$ cat src/design/ohlc_pkg.sv
// Shared package for the one-minute OHLC bar builder.
// Field widths, default parameter values and the control struct between
// the top level and the bar accumulator. No dependencies.
package ohlc_pkg;

  localparam int unsigned OHLC_PRICE_BITS    = 40;
  localparam int unsigned OHLC_VOLUME_BITS   = 48;
  localparam int unsigned OHLC_TURNOVER_BITS = 62;
  localparam int unsigned OHLC_INTEREST_BITS = 31;
  localparam int unsigned OHLC_HOUR_BITS     = 5;
  localparam int unsigned OHLC_MINUTE_BITS   = 6;
  localparam int unsigned OHLC_DATE_BITS     = 27;

  // Decision for the tick at the head of the pipeline
  typedef struct packed {
    logic fresh;  // tick starts a new bar
    logic emit;   // tick closes the bar in progress
  } ohlc_ctl_t;

endpackage

$ cat src/design/ohlc_bar_acc.sv
// Bar accumulator: holds the bar in progress and the previous cumulative
// totals, decides whether a tick closes the bar, and updates on advance.
// Depends on ohlc_pkg.
module ohlc_bar_acc #(
  parameter int unsigned PRICE_BITS  = ohlc_pkg::OHLC_PRICE_BITS,
  parameter int unsigned VOLUME_BITS = ohlc_pkg::OHLC_VOLUME_BITS
) (
  input  logic                                    clk_i,
  input  logic                                    rst_ni,
  input  logic                                    advance_i,
  input  logic [ohlc_pkg::OHLC_HOUR_BITS-1:0]     tick_hour_i,
  input  logic [ohlc_pkg::OHLC_MINUTE_BITS-1:0]   tick_minute_i,
  input  logic [PRICE_BITS-1:0]                   last_price_i,
  input  logic [VOLUME_BITS-1:0]                  total_volume_i,
  input  logic [ohlc_pkg::OHLC_TURNOVER_BITS-1:0] total_turnover_i,
  input  logic [ohlc_pkg::OHLC_INTEREST_BITS-1:0] open_interest_i,
  output ohlc_pkg::ohlc_ctl_t                     ctl_o,
  output logic [PRICE_BITS-1:0]                   cur_open_o,
  output logic [PRICE_BITS-1:0]                   cur_high_o,
  output logic [PRICE_BITS-1:0]                   cur_low_o,
  output logic [PRICE_BITS-1:0]                   cur_close_o,
  output logic [VOLUME_BITS-1:0]                  cur_volume_o,
  output logic [ohlc_pkg::OHLC_TURNOVER_BITS-1:0] cur_turnover_o,
  output logic [ohlc_pkg::OHLC_INTEREST_BITS-1:0] cur_interest_o
);
  import ohlc_pkg::*;

  logic                          started_q,   started_d;
  logic [OHLC_HOUR_BITS-1:0]     hour_q,      hour_d;
  logic [OHLC_MINUTE_BITS-1:0]   minute_q,    minute_d;
  logic [PRICE_BITS-1:0]         open_q,      open_d;
  logic [PRICE_BITS-1:0]         high_q,      high_d;
  logic [PRICE_BITS-1:0]         low_q,       low_d;
  logic [PRICE_BITS-1:0]         close_q,     close_d;
  logic [VOLUME_BITS-1:0]        volume_q,    volume_d;
  logic [OHLC_TURNOVER_BITS-1:0] turnover_q,  turnover_d;
  logic [OHLC_INTEREST_BITS-1:0] interest_q,  interest_d;
  logic [VOLUME_BITS-1:0]        prev_vol_q,  prev_vol_d;
  logic [OHLC_TURNOVER_BITS-1:0] prev_turn_q, prev_turn_d;

  logic [VOLUME_BITS:0]          vol_diff;
  logic [OHLC_TURNOVER_BITS:0]   turn_diff;
  logic [VOLUME_BITS-1:0]        dvol;
  logic [OHLC_TURNOVER_BITS-1:0] dturn;
  logic [VOLUME_BITS:0]          vol_sum;
  logic [OHLC_TURNOVER_BITS:0]   turn_sum;
  ohlc_ctl_t                     ctl;

  // Clamp falling totals to a zero delta: borrow out means now < before
  assign vol_diff  = {1'b0, total_volume_i} - {1'b0, prev_vol_q};
  assign turn_diff = {1'b0, total_turnover_i} - {1'b0, prev_turn_q};
  assign dvol      = vol_diff[VOLUME_BITS] ? '0 : vol_diff[VOLUME_BITS-1:0];
  assign dturn     = turn_diff[OHLC_TURNOVER_BITS] ? '0
                                                   : turn_diff[OHLC_TURNOVER_BITS-1:0];

  // Saturate sums: a carry or an all-ones sum both land on all ones
  assign vol_sum  = {1'b0, volume_q} + {1'b0, dvol};
  assign turn_sum = {1'b0, turnover_q} + {1'b0, dturn};

  // Close the bar when hour or minute moves; the first tick only opens one
  assign ctl.emit  = started_q && ((tick_hour_i != hour_q) || (tick_minute_i != minute_q));
  assign ctl.fresh = !started_q || ctl.emit;
  assign ctl_o     = ctl;

  // Next bar state
  always_comb begin
    started_d   = started_q;
    hour_d      = hour_q;
    minute_d    = minute_q;
    open_d      = open_q;
    high_d      = high_q;
    low_d       = low_q;
    close_d     = close_q;
    volume_d    = volume_q;
    turnover_d  = turnover_q;
    interest_d  = interest_q;
    prev_vol_d  = prev_vol_q;
    prev_turn_d = prev_turn_q;
    if (advance_i) begin
      if (ctl.fresh) begin
        started_d  = 1'b1;
        hour_d     = tick_hour_i;
        minute_d   = tick_minute_i;
        open_d     = last_price_i;
        high_d     = last_price_i;
        low_d      = last_price_i;
        volume_d   = dvol;
        turnover_d = dturn;
      end else begin
        if (last_price_i > high_q) begin
          high_d = last_price_i;
        end
        if (last_price_i < low_q) begin
          low_d = last_price_i;
        end
        volume_d   = vol_sum[VOLUME_BITS] ? '1 : vol_sum[VOLUME_BITS-1:0];
        turnover_d = turn_sum[OHLC_TURNOVER_BITS] ? '1
                                                  : turn_sum[OHLC_TURNOVER_BITS-1:0];
      end
      close_d     = last_price_i;
      interest_d  = open_interest_i;
      prev_vol_d  = total_volume_i;
      prev_turn_d = total_turnover_i;
    end
  end

  // Hold the bar in progress
  always_ff @(posedge clk_i or negedge rst_ni) begin
    if (!rst_ni) begin
      started_q   <= 1'b0;
      hour_q      <= '0;
      minute_q    <= '0;
      open_q      <= '0;
      high_q      <= '0;
      low_q       <= '0;
      close_q     <= '0;
      volume_q    <= '0;
      turnover_q  <= '0;
      interest_q  <= '0;
      prev_vol_q  <= '0;
      prev_turn_q <= '0;
    end else begin
      started_q   <= started_d;
      hour_q      <= hour_d;
      minute_q    <= minute_d;
      open_q      <= open_d;
      high_q      <= high_d;
      low_q       <= low_d;
      close_q     <= close_d;
      volume_q    <= volume_d;
      turnover_q  <= turnover_d;
      interest_q  <= interest_d;
      prev_vol_q  <= prev_vol_d;
      prev_turn_q <= prev_turn_d;
    end
  end

  assign cur_open_o     = open_q;
  assign cur_high_o     = high_q;
  assign cur_low_o      = low_q;
  assign cur_close_o    = close_q;
  assign cur_volume_o   = volume_q;
  assign cur_turnover_o = turnover_q;
  assign cur_interest_o = interest_q;

  // Once a bar is open the builder never falls back to the unstarted state
  a_started_sticky: assert property (@(posedge clk_i) disable iff (!rst_ni)
    started_q |=> started_q) else $error("bar builder lost its started flag");

  // A bar in progress always keeps low <= close <= high and low <= open <= high
  a_range_order: assert property (@(posedge clk_i) disable iff (!rst_ni)
    started_q |-> (low_q <= close_q) && (close_q <= high_q) && (low_q <= open_q)
                  && (open_q <= high_q))
    else $error("bar price range out of order");

  // A closing tick can only be seen after a bar was started
  a_emit_started: assert property (@(posedge clk_i) disable iff (!rst_ni)
    (advance_i && ctl.emit) |=> started_q) else $error("bar closed before start");

endmodule

$ cat src/design/one_minute_ohlc_bar_builder_top.sv
// Top level of the one-minute OHLC bar builder: input register, bar
// accumulator and result register with valid/ready on both sides.
// Depends on ohlc_pkg and ohlc_bar_acc.
//
// Usage:
//   Ticks enter on the in_* channel (valid/ready); finished bars leave on
//   the out_* channel (valid/ready). A tick is registered in the input
//   register when transferred, then processed against the bar in progress;
//   a bar it closes is loaded into the result register and shows up on
//   out_valid_o. One tick is taken every cycle while in_ready_o is high; the
//   rate is set by the single input register feeding the bar update.
//   Ticks that stay in the current minute produce nothing. A tick whose hour
//   or minute differs closes the bar; the bar is labelled with that tick's
//   hour, minute and date, and a new bar opens from it. The first tick after
//   reset only opens a bar.
//   Reset clears the bar in progress, the previous totals and both valid
//   flags. When the receiver stalls, ticks that do not close a bar keep
//   flowing; a closing tick waits in the input register while the result
//   register is full, and in_ready_o drops until the bar is transferred.
module one_minute_ohlc_bar_builder_top #(
  parameter int unsigned PRICE_BITS  = ohlc_pkg::OHLC_PRICE_BITS,
  parameter int unsigned VOLUME_BITS = ohlc_pkg::OHLC_VOLUME_BITS
) (
  input  logic                                    clk_i,
  input  logic                                    rst_ni,
  input  logic                                    in_valid_i,
  output logic                                    in_ready_o,
  input  logic [ohlc_pkg::OHLC_HOUR_BITS-1:0]     tick_hour_i,
  input  logic [ohlc_pkg::OHLC_MINUTE_BITS-1:0]   tick_minute_i,
  input  logic [ohlc_pkg::OHLC_DATE_BITS-1:0]     tick_date_i,
  input  logic [PRICE_BITS-1:0]                   last_price_i,
  input  logic [VOLUME_BITS-1:0]                  total_volume_i,
  input  logic [ohlc_pkg::OHLC_TURNOVER_BITS-1:0] total_turnover_i,
  input  logic [ohlc_pkg::OHLC_INTEREST_BITS-1:0] open_interest_i,
  output logic                                    out_valid_o,
  input  logic                                    out_ready_i,
  output logic [ohlc_pkg::OHLC_HOUR_BITS-1:0]     bar_hour_o,
  output logic [ohlc_pkg::OHLC_MINUTE_BITS-1:0]   bar_minute_o,
  output logic [ohlc_pkg::OHLC_DATE_BITS-1:0]     bar_date_o,
  output logic [PRICE_BITS-1:0]                   open_price_o,
  output logic [PRICE_BITS-1:0]                   high_price_o,
  output logic [PRICE_BITS-1:0]                   low_price_o,
  output logic [PRICE_BITS-1:0]                   close_price_o,
  output logic [VOLUME_BITS-1:0]                  bar_volume_o,
  output logic [ohlc_pkg::OHLC_TURNOVER_BITS-1:0] bar_turnover_o,
  output logic [ohlc_pkg::OHLC_INTEREST_BITS-1:0] bar_open_interest_o
);
  import ohlc_pkg::*;

  // Input register
  logic                          t_vld_q;
  logic [OHLC_HOUR_BITS-1:0]     t_hour_q;
  logic [OHLC_MINUTE_BITS-1:0]   t_minute_q;
  logic [OHLC_DATE_BITS-1:0]     t_date_q;
  logic [PRICE_BITS-1:0]         t_price_q;
  logic [VOLUME_BITS-1:0]        t_vol_q;
  logic [OHLC_TURNOVER_BITS-1:0] t_turn_q;
  logic [OHLC_INTEREST_BITS-1:0] t_oi_q;

  // Result register
  logic                          o_vld_q;
  logic [OHLC_HOUR_BITS-1:0]     o_hour_q;
  logic [OHLC_MINUTE_BITS-1:0]   o_minute_q;
  logic [OHLC_DATE_BITS-1:0]     o_date_q;
  logic [PRICE_BITS-1:0]         o_open_q;
  logic [PRICE_BITS-1:0]         o_high_q;
  logic [PRICE_BITS-1:0]         o_low_q;
  logic [PRICE_BITS-1:0]         o_close_q;
  logic [VOLUME_BITS-1:0]        o_vol_q;
  logic [OHLC_TURNOVER_BITS-1:0] o_turn_q;
  logic [OHLC_INTEREST_BITS-1:0] o_oi_q;

  ohlc_ctl_t                     ctl;
  logic                          advance;
  logic                          in_xfer;
  logic [PRICE_BITS-1:0]         cur_open;
  logic [PRICE_BITS-1:0]         cur_high;
  logic [PRICE_BITS-1:0]         cur_low;
  logic [PRICE_BITS-1:0]         cur_close;
  logic [VOLUME_BITS-1:0]        cur_volume;
  logic [OHLC_TURNOVER_BITS-1:0] cur_turnover;
  logic [OHLC_INTEREST_BITS-1:0] cur_interest;

  // Advance the head tick unless it closes a bar and the result slot is busy
  assign advance    = t_vld_q && (!ctl.emit || !o_vld_q || out_ready_i);
  assign in_ready_o = !t_vld_q || advance;
  assign in_xfer    = in_valid_i && in_ready_o;

  ohlc_bar_acc #(
    .PRICE_BITS  (PRICE_BITS),
    .VOLUME_BITS (VOLUME_BITS)
  ) u_acc (
    .clk_i            (clk_i),
    .rst_ni           (rst_ni),
    .advance_i        (advance),
    .tick_hour_i      (t_hour_q),
    .tick_minute_i    (t_minute_q),
    .last_price_i     (t_price_q),
    .total_volume_i   (t_vol_q),
    .total_turnover_i (t_turn_q),
    .open_interest_i  (t_oi_q),
    .ctl_o            (ctl),
    .cur_open_o       (cur_open),
    .cur_high_o       (cur_high),
    .cur_low_o        (cur_low),
    .cur_close_o      (cur_close),
    .cur_volume_o     (cur_volume),
    .cur_turnover_o   (cur_turnover),
    .cur_interest_o   (cur_interest)
  );

  // Track input register occupancy
  always_ff @(posedge clk_i or negedge rst_ni) begin
    if (!rst_ni) begin
      t_vld_q <= 1'b0;
    end else if (in_ready_o) begin
      t_vld_q <= in_valid_i;
    end
  end

  // Capture the tick on transfer
  always_ff @(posedge clk_i) begin
    if (in_xfer) begin
      t_hour_q   <= tick_hour_i;
      t_minute_q <= tick_minute_i;
      t_date_q   <= tick_date_i;
      t_price_q  <= last_price_i;
      t_vol_q    <= total_volume_i;
      t_turn_q   <= total_turnover_i;
      t_oi_q     <= open_interest_i;
    end
  end

  // Track result register occupancy
  always_ff @(posedge clk_i or negedge rst_ni) begin
    if (!rst_ni) begin
      o_vld_q <= 1'b0;
    end else if (advance && ctl.emit) begin
      o_vld_q <= 1'b1;
    end else if (out_ready_i) begin
      o_vld_q <= 1'b0;
    end
  end

  // Load the finished bar, labelled with the closing tick
  always_ff @(posedge clk_i) begin
    if (advance && ctl.emit) begin
      o_hour_q   <= t_hour_q;
      o_minute_q <= t_minute_q;
      o_date_q   <= t_date_q;
      o_open_q   <= cur_open;
      o_high_q   <= cur_high;
      o_low_q    <= cur_low;
      o_close_q  <= cur_close;
      o_vol_q    <= cur_volume;
      o_turn_q   <= cur_turnover;
      o_oi_q     <= cur_interest;
    end
  end

  assign out_valid_o         = o_vld_q;
  assign bar_hour_o          = o_hour_q;
  assign bar_minute_o        = o_minute_q;
  assign bar_date_o          = o_date_q;
  assign open_price_o        = o_open_q;
  assign high_price_o        = o_high_q;
  assign low_price_o         = o_low_q;
  assign close_price_o       = o_close_q;
  assign bar_volume_o        = o_vol_q;
  assign bar_turnover_o      = o_turn_q;
  assign bar_open_interest_o = o_oi_q;

  // Back-pressure only comes from a closing tick meeting a stalled result
  a_ready_cause: assert property (@(posedge clk_i) disable iff (!rst_ni)
    !in_ready_o |-> t_vld_q && ctl.emit && o_vld_q && !out_ready_i)
    else $error("input stalled without a blocked closing tick");

  // A closing tick that advances always fills the result register
  a_emit_loads: assert property (@(posedge clk_i) disable iff (!rst_ni)
    (advance && ctl.emit) |=> o_vld_q) else $error("closed bar not registered");

  // A held tick keeps its contents until it advances
  a_tick_hold: assert property (@(posedge clk_i) disable iff (!rst_ni)
    (t_vld_q && !advance) |=> t_vld_q && $stable(t_hour_q) && $stable(t_minute_q)
                              && $stable(t_price_q))
    else $error("stalled tick changed in the input register");

endmodule

$ cat config.mk
export PLATFORM = sky130hd
export DESIGN_NAME = one_minute_ohlc_bar_builder_top
export DESIGN_NICKNAME = d
export VERILOG_FILES = /design/src/design/ohlc_pkg.sv /design/src/design/ohlc_bar_acc.sv /design/src/design/one_minute_ohlc_bar_builder_top.sv
export SDC_FILE = /design/constraint.sdc
export NUM_CORES = 2
export LEC_CHECK = 0
export BUFFER_PORTS_ARGS = -buffer_cell sky130_fd_sc_hd__buf_2
export CORE_UTILIZATION = 55
export DETAILED_ROUTE_END_ITERATION = 8
export GPL_TIMING_DRIVEN = 0
export PLACE_DENSITY = 0.86
export SYNTH_ARGS = -nofsm -noshare
export SYNTH_HDL_FRONTEND = slang
export SYNTH_SLANG_ARGS = --single-unit
$ cat constraint.sdc
create_clock -name clk_i -period 29.5 [get_ports clk_i]
set_input_delay 4.425 -clock clk_i [delete_from_list [all_inputs] [get_ports clk_i]]
set_output_delay 4.425 -clock clk_i [all_outputs]
set_load 0.01 [all_outputs]
* Word-level counts from Yosys, hierarchy flattened *
Index checks and enable logic that the tools add are counted.
W data, S select, Z words.

word-level totals
  register bits = 983
  bits of input ports = 223
  output and inout bits = 341
  logic and storage cells = 70

cells by class
  $add $sub $neg = 4
  $lt $le $gt $ge = 2
  eq/ne operators = 2
  muxes and demuxes = 12
  reductions and logical operators = 19

operators with widths
  operator             count
  $mux W62             3
  $mux W40             4
  $mux W48             3
  $add A62 B62 Y63     1
  $sub A62 B62 Y63     1
  $add A48 B48 Y49     1
  $sub A48 B48 Y49     1
  $gt A40 B40 Y1       1
  $lt A40 B40 Y1       1
  $ne A6 B6 Y1         1
  $reduce_and A2 Y1    3
  $reduce_bool A2 Y1   3
  $logic_or A1 B1 Y1   5
  $ne A5 B5 Y1         1
  $logic_and A1 B1 Y1  4
  $logic_not A1 Y1     4
  $mux W1              2

* Depth between registers and ports, before layout *
  depth in word-level cells = 9
  gate-level depth with buffers = 27
  gate-level depth less buffers = 24

* Cells and area by module *
Synthesis repeated with hierarchy kept, for this count alone.

second synthesis, totals
  cell total of the unflattened synthesis = 4,284
  area total of the unflattened synthesis = 48,709.2 um^2

by module, submodules not included
  module                           instances  cells each  area each (um^2)  seq. area each (um^2)
  ohlc_bar_acc                     1          3,716       31,831.8          10,585.2
  one_minute_ohlc_bar_builder_top  1          568         16,877.4          16,806.1

* Worst setup path before layout *
No wires, ideal clock.

  kind = input -> register
  start point = input port out_ready_i
  end point = register o_vld_q, in the netlist out_valid_o
  library setup time = 0.117 ns
  arrival time = 13.551 ns
  path slack = 15.832 ns
  cell stages on the path = 6
  path through = nor2b_1 -> nand3_1 -> and2_1 -> clkbuf_1 -> and3_1 -> or2_2

on the way
  cells in the longest elaborated chain, start to end = 4
  elaborated cells between the ends (all ways) = 5
  those cells by class = mux (1); reduce/logical (4)

RTL lines
  element                                        RTL line                                source
  from (decl)                                    one_minute_ohlc_bar_builder_top.sv:36   input logic out_ready_i,
  $logic_or A1 B1 Y1                             one_minute_ohlc_bar_builder_top.sv:85   assign advance = t_vld_q && (!ctl.emit || !o_vld_q || out_ready_i);
  $logic_and A1 B1 Y1                            one_minute_ohlc_bar_builder_top.sv:85
  $logic_and A1 B1 Y1                            one_minute_ohlc_bar_builder_top.sv:138  end else if (advance && ctl.emit) begin
  $mux W1 or $reduce_bool A2 Y1 (tied branches)  -
  to (signal assigned)                           one_minute_ohlc_bar_builder_top.sv:137  o_vld_q <= 1'b0;
  to (signal assigned)                           one_minute_ohlc_bar_builder_top.sv:139  o_vld_q <= 1'b1;
  to (signal assigned)                           one_minute_ohlc_bar_builder_top.sv:141  o_vld_q <= 1'b0;
  to (decl)                                      one_minute_ohlc_bar_builder_top.sv:61   logic o_vld_q;

Several ways; a longest one is shown, not always the timed one.
A chain may end at the register's enable or synchronous reset.

* Final worst setup path *
  start point = input port out_ready_i
  end point = output port in_ready_o

on the way
  cells in the longest elaborated chain, start to end = 3

RTL lines
  element              RTL line                               source
  $logic_or A1 B1 Y1   one_minute_ohlc_bar_builder_top.sv:85
  $logic_and A1 B1 Y1  one_minute_ohlc_bar_builder_top.sv:85
  $logic_or A1 B1 Y1   one_minute_ohlc_bar_builder_top.sv:86  assign in_ready_o = !t_vld_q || advance;
  to (decl)            one_minute_ohlc_bar_builder_top.sv:27  output logic in_ready_o,

No other way between the ends.

==> impl_results.md <==
* Setup crit end kind: output pin
* Avg WL per Cell at 23.3 µm
* Peak supply drop at 0.0696 mV
* H-tree Lvls at 3
* Die Width at 300 µm
* Worst setup path start: out_ready_i
* Clk Latency, worst-skew pair at 0.70 ns
* Routed vias at 39300
* CTS sink cnt at 983
* Initial Util at 0.559
* Hpwl dp at 108 mm
* Syn nets at 5058
* Final Util at 0.649
* Startpoint types: primary input
* Achievable Freq at 0.0996 GHz
* Hold WC Path Type: reg -> reg
* Syn. warnings at 0
* Setup bufs post-CTS at 0
* Placed cell area at 53400 µm²
* Drt initial violations at 3830
* Cell Count, Final, Fillers Out at 6458
* Pwr dens at 89.0 nW/µm²
* Total CTS buffers at 101
* Mapped Cells at 4532
* Static Leakage at 0.0252 µW
* Clk root buf: clkbuf_16
* Core ar. at 87400 µm²
* Largest net degree at the start of global routing at 112
* Slew @ Worst Pin at 1.52 ns
* Fin. Hold Viols at 0
* Fin area at 56800 µm²
* Post-synth EDFFs at 558
* Commonest cells after routing, fill and taps aside: 745 x nand2_1, 575 x buf_2, 558 x edfxtp_1
* Failing checks: max-capacitance violations, max-slew violations
* Antenna Violating Nets Remaining at 0
* Maxcap violations at 1
* Cell Area, Synth at 48900 µm²
* First-pass GRT wire length at 226 mm
* Clock Tree Buf Depth at 3
* DR pass1 iterations at 6
* GRT Overall Usage at 0.330
* Share of layout cells above drive strength 1 at 0.164
* Design Power at 5050 µW
* Worst R2R Start: t_vol_q[0]$_DFFE_PP_
* Clk_skew at 0.0235 ns
* Post-CTS Hold Buffers at 0
* Sequential area share after synthesis at 0.561
* DIE AREA at 90000 µm²
* GR Overflow Total at 0
* Nets at 5736
* Critical Path RT at 25.08 ns
* Crit path time final at 10.04 ns
* # IOs at 564
* Routed wire length at 150 mm
* Antenna violations before repair at 9
* CTS tree: done
* Synth unique cells at 84
* CTS resizes at 0
* Die H at 300 µm
* Hold Crit Start: t_date_q[9]$_DFFE_PP_
* Outcome: finished with violations
* Row Count at 108
* Synth Register Bits at 983
* Placer Congestion at 0.957
* Max Transition Viols Final at 11
* Worst Path Arrival at 5.62 ns
* Commonest register cell after synthesis: edfxtp_1
* Area growth, synth to finish at 16.2%
* Vias per cell at 6.09
* Port bufs at 563
* Critical path type: in -> out
* # DRC at 0
* Vias in the first global route at 38600
* Final setup fails at 0
* CP Max Fanout at 3
* Async SR Flop Fraction at 0.432
* Setup TNS at 0 ns
* Relative slew margins at -0.0101
* DP Cell Count at 6262
* Fin crit share at 0.340
* Syn avg cell area at 10.8 µm²
* Worst-path clk slew at 0.06 ns
* RSZ-0062 raised after global routing: no
* Most common cell after layout, fill and taps aside: nand2_1
[where the power goes]
group	total (µW)	switching (µW)	internal, µW	leakage, µW
Sequential	1950	197	1750	0.0107
Clock	1280	576	707	0.00161
Combinational	1820	1160	660	0.0129
Total	5050	1930	3120	0.0252
[worst max-delay path, cell delays in order]
cell,delay (ns)
buf_2,0.09
nor2b_1,0.40
nand4_1,0.42
buf_2,0.28
[final timing paths]
| kind | end | slack, ns | cells after the start |
|---|---|---|---|
| worst max-delay path | in_ready_o | 19.46 | 4 |
| worst min-delay path | bar_date_o[9]$_DFFE_PP_ | 0.42 | 0 |
| worst max register to register | u_acc.cur_volume_o[46]$_DFFE_PN0P_ | 20.93 | 24 |
| worst min register to register | bar_date_o[9]$_DFFE_PP_ | 0.42 | 0 |
| min in group asynchronous | u_acc.prev_turn_q[18]$_DFFE_PN0P_ | 3.75 | 1 |
| max in group asynchronous | u_acc.cur_high_o[13]$_DFFE_PN0P_ | 24.03 | 3 |
[layer usage]
metal	up-vias	GRT usage	share of wire
met4	8	0.172	0.054
met1	19000	0.419	0.39
met5	-	0	0.00031
li1	17700	-	-
met3	420	0.0631	0.088
met2	2161	0.540	0.47
[state kept, by name, indices dropped and copies added, names as in the netlist, 48 cells and up]
| register | count |
|---|---|
| bar_turnover_o | 62 |
| t_turn_q | 62 |
| u_acc.cur_turnover_o | 62 |
| u_acc.prev_turn_q | 62 |
| bar_volume_o | 48 |
| t_vol_q | 48 |
| u_acc.cur_volume_o | 48 |
| u_acc.prev_vol_q | 48 |
[cell families (layout without fill, tap and decap cells)]
kind of cell               after synthesis  count (layout)  share of synthesized area
adders and majority gates              303             303                     0.0782
DFF                                    983             983                      0.561
and+or+nand+nor                       1352            1352                      0.121
buffers and inverters                  444            1211                     0.0345
other                                    0               4                          0
xor gates and xnor gates               203             203                     0.0364
muxes                                   84              84                     0.0193
AOI/OAI and AO/OA                     1163            1163                      0.150
[final cells by class]
class	count	area (µm²)
inverters	242	908
flip-flops and latches	983	27400
plain buffers	202	779
diodes	4	10.0
fillers	6450	30700
clock buffers	125	2670
well taps	1155	1450
repair buffers	575	3140
clock inverters	67	648
multi-input cells	3105	19800
[synthesized netlist by cell type (12+ instances only)]
cell type	n	area (µm²)
nor2b_1	20	125
nand3_1	58	290
a31oi_1	25	156
a211oi_1	31	233
and3_1	16	100
buf_1	15	56.3
a221oi_1	20	175
o221ai_1	13	114
a22oi_1	18	135
edfxtp_1	558	16800
nor4_1	17	106
a21boi_0	12	90.1
nor3_1	38	190
buf_2	13	65.1
a21oi_1	298	1490
o211ai_1	44	330
a221o_1	14	140
o31ai_1	18	135
or2_2	12	75.1
nand2_1	745	2800
dfrtp_1	425	10600
o21bai_1	44	330
o311ai_0	15	131
ha_1	299	3740
nand2b_1	22	138
o21a_1	31	233
clkbuf_1	172	646
inv_1	242	908
nor2_1	255	957
and2_1	36	225
nand4_1	86	538
mux2_2	81	912
o21ai_0	357	1790
a21o_1	135	1010
xnor2_1	117	1020
xor2_1	86	753
or3_1	15	93.8
[per-stage QoR]
step | hold WS (ns) | worst slack, ns
2_1_floorplan | 0.400 | 15.83
3_3_place_gp | 0.400 | 11.21
3_5_place_dp | 0.405 | 19.58
4_1_cts | 0.419 | 19.57
5_1_grt | 0.423 | 19.50
6_report | 0.421 | 19.46
Power figures use the tool's default switching activity.
